[config.mk]
export PLATFORM = sky130hd
export DESIGN_NAME = ibra_ctrl
export DESIGN_NICKNAME = d
export VERILOG_FILES = /design/src/hw/rtl/ibra_pkg.sv /design/src/hw/rtl/ibra_ctrl.sv
export SDC_FILE = /design/constraint.sdc
export NUM_CORES = 1
export LEC_CHECK = 0
export BUFFER_PORTS_ARGS = -buffer_cell sky130_fd_sc_hd__buf_4
export CAP_MARGIN = 5
export CELL_PAD_IN_SITES_DETAIL_PLACEMENT = 1
export CELL_PAD_IN_SITES_GLOBAL_PLACEMENT = 2
export CORE_UTILIZATION = 19
export DETAILED_ROUTE_END_ITERATION = 8
export GPL_TIMING_DRIVEN = 0
export PLACE_DENSITY = 0.7
export SETUP_SLACK_MARGIN = 0.05
export SLEW_MARGIN = 20
export SYNTH_ARGS = -nofsm -noshare
export SYNTH_HDL_FRONTEND = slang
export SYNTH_SLANG_ARGS = --single-unit
[constraint.sdc]
create_clock -name aclk -period 1.65 [get_ports aclk]
set_input_delay 0.33 -clock aclk [delete_from_list [all_inputs] [get_ports aclk]]
set_output_delay 0.33 -clock aclk [all_outputs]
set_load 0.05 [all_outputs]
[src/hw/rtl/ibra_pkg.sv]
// Shared types and constants for the interval buffer reuse allocator.
package ibra_pkg;

    localparam int MAX_BUFFERS = 64;
    localparam int TIME_BITS   = 16;
    localparam int SIZE_W      = 32;
    localparam int OWNER_W     = 6;
    localparam int IDX_W       = $clog2(MAX_BUFFERS);
    localparam int CNT_W       = $clog2(MAX_BUFFERS + 1);

    typedef logic [TIME_BITS-1:0] time_t;

    typedef struct packed {
        logic                first_of_set;
        logic [15:0]         start_time;
        logic [15:0]         end_time;
        logic [SIZE_W-1:0]   buffer_size;
        logic                size_known;
        logic                is_external;
    } in_item_t;

    typedef struct packed {
        logic [OWNER_W-1:0]  memory_owner;
        logic                reused;
        logic                overflow;
    } out_item_t;

    typedef struct packed {
        time_t               end_t;
        logic [OWNER_W-1:0]  owner;
        logic [SIZE_W-1:0]   size;
    } live_row_t;

    typedef struct packed {
        logic [OWNER_W-1:0]  owner;
        logic [SIZE_W-1:0]   size;
    } free_row_t;

    typedef enum logic [3:0] {
        ST_IDLE,
        ST_CHECK,
        ST_REL_SCAN,
        ST_REL_DRAIN,
        ST_REL_DECIDE,
        ST_FIT_INIT,
        ST_FIT_RD,
        ST_FIT_CMP,
        ST_SHIFT_CHK,
        ST_SHIFT_RD,
        ST_SHIFT_WR,
        ST_COMMIT,
        ST_DONE
    } ctl_state_t;

    typedef struct packed {
        logic load;
        logic set_ovf;
        logic set_unknown;
        logic scan_init;
        logic scan_step;
        logic rel_push;
        logic fit_init;
        logic fit_rd;
        logic fit_take;
        logic fit_dec;
        logic shift_rd;
        logic shift_wr;
        logic commit;
        logic out_load;
    } ctl_cmd_t;

    typedef struct packed {
        logic item_full;
        logic size_known;
        logic scan_last;
        logic found;
        logic fit_empty;
        logic fit_hit;
        logic fit_pos_zero;
        logic shift_more;
        logic out_free;
    } dp_status_t;

endpackage

[src/hw/rtl/ibra_ctrl.sv]
// Controller state machine sequencing release scans, first-fit search and commit.
module ibra_ctrl
    import ibra_pkg::*;
(
    input  logic       aclk,
    input  logic       aresetn,
    input  logic       s_valid,
    output logic       s_ready,
    input  dp_status_t sts,
    output ctl_cmd_t   cmd,
    output ctl_state_t state
);

    ctl_state_t state_reg, state_next;

    assign state = state_reg;

    // Advance state
    always_ff @(posedge aclk) begin
        if (!aresetn) begin
            state_reg <= ST_IDLE;
        end else begin
            state_reg <= state_next;
        end
    end

    // Next state
    always_comb begin
        state_next = state_reg;
        unique case (state_reg)
            ST_IDLE: begin
                if (s_valid) state_next = ST_CHECK;
            end
            ST_CHECK: begin
                if (sts.item_full || !sts.size_known) state_next = ST_DONE;
                else state_next = ST_REL_SCAN;
            end
            ST_REL_SCAN: begin
                if (sts.scan_last) state_next = ST_REL_DRAIN;
            end
            ST_REL_DRAIN:  state_next = ST_REL_DECIDE;
            ST_REL_DECIDE: begin
                if (sts.found) state_next = ST_REL_SCAN;
                else state_next = ST_FIT_INIT;
            end
            ST_FIT_INIT: begin
                if (sts.fit_empty) state_next = ST_COMMIT;
                else state_next = ST_FIT_RD;
            end
            ST_FIT_RD: state_next = ST_FIT_CMP;
            ST_FIT_CMP: begin
                if (sts.fit_hit) state_next = ST_SHIFT_CHK;
                else if (sts.fit_pos_zero) state_next = ST_COMMIT;
                else state_next = ST_FIT_RD;
            end
            ST_SHIFT_CHK: begin
                if (sts.shift_more) state_next = ST_SHIFT_RD;
                else state_next = ST_COMMIT;
            end
            ST_SHIFT_RD: state_next = ST_SHIFT_WR;
            ST_SHIFT_WR: state_next = ST_SHIFT_CHK;
            ST_COMMIT:   state_next = ST_DONE;
            ST_DONE: begin
                if (sts.out_free) state_next = ST_IDLE;
            end
            default: state_next = ST_IDLE;
        endcase
    end

    // Drive datapath commands
    always_comb begin
        cmd     = '0;
        s_ready = 1'b0;
        unique case (state_reg)
            ST_IDLE: begin
                s_ready  = 1'b1;
                cmd.load = s_valid;
            end
            ST_CHECK: begin
                if (sts.item_full) cmd.set_ovf = 1'b1;
                else if (!sts.size_known) cmd.set_unknown = 1'b1;
                else cmd.scan_init = 1'b1;
            end
            ST_REL_SCAN:   cmd.scan_step = 1'b1;
            ST_REL_DRAIN:  cmd = '0;
            ST_REL_DECIDE: begin
                cmd.rel_push  = sts.found;
                cmd.scan_init = sts.found;
            end
            ST_FIT_INIT:   cmd.fit_init = 1'b1;
            ST_FIT_RD:     cmd.fit_rd = 1'b1;
            ST_FIT_CMP: begin
                cmd.fit_take = sts.fit_hit;
                cmd.fit_dec  = !sts.fit_hit && !sts.fit_pos_zero;
            end
            ST_SHIFT_CHK:  cmd = '0;
            ST_SHIFT_RD:   cmd.shift_rd = 1'b1;
            ST_SHIFT_WR:   cmd.shift_wr = 1'b1;
            ST_COMMIT:     cmd.commit = 1'b1;
            ST_DONE:       cmd.out_load = sts.out_free;
            default:       cmd = '0;
        endcase
    end

endmodule

* Word-level counts from Yosys, hierarchy flattened *
Cells that the tools add are included.

cells by class
  eq/ne operators = 15
  reduce and logical (&&, ||, !) cells = 7
  multiplexer cells = 27

operators by type and width
  cell                count
  $pmux 4 s13         1
  $mux 4              7
  $eq 4x4->1 const B  5
  $eq 4x3->1 const B  4
  $mux 1              13
  $eq 4x2->1 const B  2
  $mux 2              4
  $ne 2x2->1 const B  3
  $eq 4x1->1 const B  1
  $logic_not 4->1     1
  $logic_not 1->1     3
  $mux 3              1
  $reduce_and 3->1    1
  $pmux 1 s2          1
  $logic_and 1x1->1   1
  $logic_or 1x1->1    1

word-level totals
  input port bits = 12
  register bits after elaboration = 4
  logic and storage cells = 50
  output and inout port bits = 19

* Depth between registers and ports, before layout *
  word-level depth = 4
  depth in mapped cells = 6
  depth with buffers taken out = 4

* Least setup slack after synthesis *
Ideal clock, no wire load.

  kind = register to output
  from = register state_reg[2] (netlist: state[2])
  to = output port cmd[13] (netlist bit)
  data arrival time = 2.690 ns
  required time = 1.320 ns
  buffers on the path = 1
  path slack = -1.370 ns
  stages on the path, launching flop included = 5
  cell sequence = dfxtp_1 -> buf_2 -> or2_1 -> nor3_1 -> and2_1

RTL lines
  element                   RTL line         RTL
  start: declaration        ibra_ctrl.sv:14  ctl_state_t state_reg, state_next;
  start signal: assignment  ibra_ctrl.sv:23  state_reg <= state_next;
  end: declaration          ibra_ctrl.sv:10  output ctl_cmd_t cmd,

==> metrics.csv <==
stage,metric,value,unit
clocking,total CTS buffers,3,
floorplan,Die Y,52.09,microns
timing,max frequency,557.7,MHz
clocking,Skew-Pair Late Insertion Delay,0.23,ns
timing,Tmin final,1.793,ns
logic_synthesis,Mean Syn Cell Area,7.115,sq um
floorplan,Ports,31,
setup_path,CP cell instances,or4b_4 -> nor3_4 -> buf_6,
timing,Final Skew,0.002480,ns
setup_path,Worst Path Buf+Inv,1,
grt,vias in the first global route,727,
timing,Tcrit/Tclk final,1.087,
timing,Worst-Margin Slew,0.3380,ns
floorplan,Initial Util,0.2075,
timing,Final Hold Viols,0,
floorplan,FP Rows,17,
drt,initial drt markers,7,
drt,Routed Antenna Nets,0,
cells_and_area,final-stage net count,130,
logic_synthesis,Yosys top cell area share,0.1680,
logic_synthesis,Synth Flop Type,dfxtp_1,
drt,average wire per standard cell,15.27,microns
floorplan,DIE WIDTH,52.09,microns
grt,GR Overflow Total,0,
logic_synthesis,most frequent cell after synthesis,nor3_1,
cells_and_area,Final Cell Area,1146,sq um
logic_synthesis,Synth Warn #,0,
clocking,CTS tree,yes,
cells_and_area,final std cells w/o fill,144,
hold_path,Min-Delay Path Class,in2reg,
setup_path,worst-path fanout max,6,
clocking,CTS Hold Bufs,0,
timing,setup slack after layout,-0.1432,ns
cells_and_area,Antenna Cells,0,
logic_synthesis,async set-or-reset flop fraction in the synthesized netlist,0,
timing,slew margin rel.,0.7718,
clocking,Root Buffer,clkbuf_4,
setup_path,Crit path largest cell delay,0.57,ns
logic_synthesis,top post-synthesis cells by count,"12 x nor3_1, 8 x nor2_1",
timing,Final Max Tran Viols,0,
clocking,CTS H-tree lvls,1,
setup_path,arrival time worst endpoint,1.46,ns
grt,GRT Util Overall,0.1695,
placed_design,HPWL after detailed placement,1440,microns
placed_design,pre-CTS setup slack,-0.1216,ns
setup_path,kind of cell adding the most delay to the critical path,simple AND/OR/NAND/NOR gates,
floorplan,die area,2713,sq um
power,Worst VDD drop,1.214,mV
cells_and_area,fraction of layout cells with a size suffix above 1,0.7069,
floorplan,Core ar.,2297,sq um
run_status,run status,"complete, but fails checks",
placed_design,GPL Wtd Cong,0.6919,
setup_path,kind of critical path,reg2out,
grt,antenna violations before repair,0,
clocking,clk slew on worst S/H paths,0.04,ns
logic_synthesis,post-synthesis cell type count,31,
drt,Pre-Repair DR Iteration Count,4,
timing,RSZ-0062 raised after global routing,yes,
logic_synthesis,syn_nets,79,
timing,Setup-failing EPs final,7,
logic_synthesis,"EDFF count, synth",0,
logic_synthesis,synthesized flop and latch total,4,
logic_synthesis,cells after synthesis,67,
timing,hold slack final,0.3666,ns
placed_design,placed cells,125,
grt,largest net degree at the start of global routing,11,
cells_and_area,max reg flops,4,
grt,first-pass GRT wire length,3401,microns
setup_path,worst path required time,1.32,ns
flow_run,Max-cap violations,0,
drt,vias,702,
setup_path,Crit. End Element,output port,
run_status,failing checks,negative setup slack,
placed_design,port bufs,30,
drt,drt drc,0,
logic_synthesis,top cell type by total area after synthesis,dfxtp_1,
drt,Total Wirelength,2199,microns
drt,drt via density,4.875,
power,power per cell area,2076,nW/um^2
clocking,CTS Sinks,4,
cells_and_area,P&R area growth vs syn,140.4,%
placed_design,Area after DPL,864.6,sq um
logic_synthesis,sequential fraction of the synthesis area,0.1680,
setup_path,Critical Path Start Type,flop,
logic_synthesis,mapped cell area,476.7,sq um
clocking,CTS Buffer Depth,2,
setup_path,"Slowest-stage cell, CP",or4b_4,
power,P_leak,0.5154,nW
logic_synthesis,top post-synthesis cells by area,"dfxtp_1 17%, nor3_1 13%, nor2_1 6.3%",
layer usage:
layer	vias up	global-route usage	part of all wire
met4	0	0.02703	0.0032
met1	333	0.2203	0.44
li1	345	-	-
met3	2	0.02047	0.045
met5	-	0	0
met2	22	0.2991	0.51
layout by cell type, fill, tap and decap left out, types with 2 or more instances in the layout:
master,count
nor2_1,3
clkbuf_4,3
buf_4,32
nand2b_4,2
buf_8,5
inv_1,3
nor2_4,4
buf_6,13
nor2b_1,3
nor3_1,6
nor3_4,5
o21ai_0,2
dfxtp_4,4
nand2_1,2
and2_4,2
report_power, final:
part / total (mW) / internal (mW) / switching [mW]
combinational: 2.00 / 0.868 / 1.13
sequential: 0.262 / 0.169 / 0.0932
clock: 0.117 / 0.0811 / 0.0360
total: 2.38 / 1.12 / 1.26
what timing repair did:
action / 4_1_cts / 5_1_grt
resized for setup: 32 / 5
setup buffers: 12 / 5
cloned: 0 / 0
setup endpoints to repair: 14 / 12
pin swaps: 8 / 2
through the flow:
stage	total power, mW	utilization	setup TNS [ns]
after floorplan	1.378	-	-1.815
after global placement	1.772	0.3764	-0.2714
after detailed placement	1.756	0.3764	-0.2753
after CTS	2.279	0.4722	-0.4955
after global routing	2.513	0.4989	-0.7240
final	2.379	0.4989	-0.3431
cell families (layout without fill, tap and decap cells):
kind of cell	Yosys count	after routing	synth area share
AND/OR/NAND/NOR	40	40	0.4829
AO/OA/AOI/OAI	14	14	0.2363
buffers and inverters	8	57	0.08924
multiplexers	1	1	0.02362
flip-flops	4	4	0.1680
worst register-to-register path: cells and delay by family (launching register included):
kind / cells / cell delay, ns
AO/OA/AOI/OAI: 1 / 0.40
AND/OR/NAND/NOR: 2 / 0.16
flip-flops: 1 / 0.39
buffers and inverters: 1 / 0.21
multiplexers: 1 / 0.27
worst paths after layout:
kind	from	endpoint	slack (ns)	depth (start not counted)
min	aresetn	state[3]$_SDFFE_PN0P_	0.37	2
max reg2reg	state[3]$_SDFFE_PN0P_	state[2]$_SDFFE_PN0P_	0.10	5
max	state[2]$_SDFFE_PN0P_	cmd[11]	-0.14	3
min reg2reg	state[0]$_SDFFE_PN0P_	state[2]$_SDFFE_PN0P_	0.79	4
final cells by class:
cell class	count	area (sq um)
buffer	4	48.80
clock buffer	3	22.52
fill	279	1151
inverter	3	11.26
multi-input combinational	55	508.0
sequential	4	95.09
tap	28	35.03
timing repair buffer	47	425.4
Note: power is estimated with default switching activity, not from simulation.
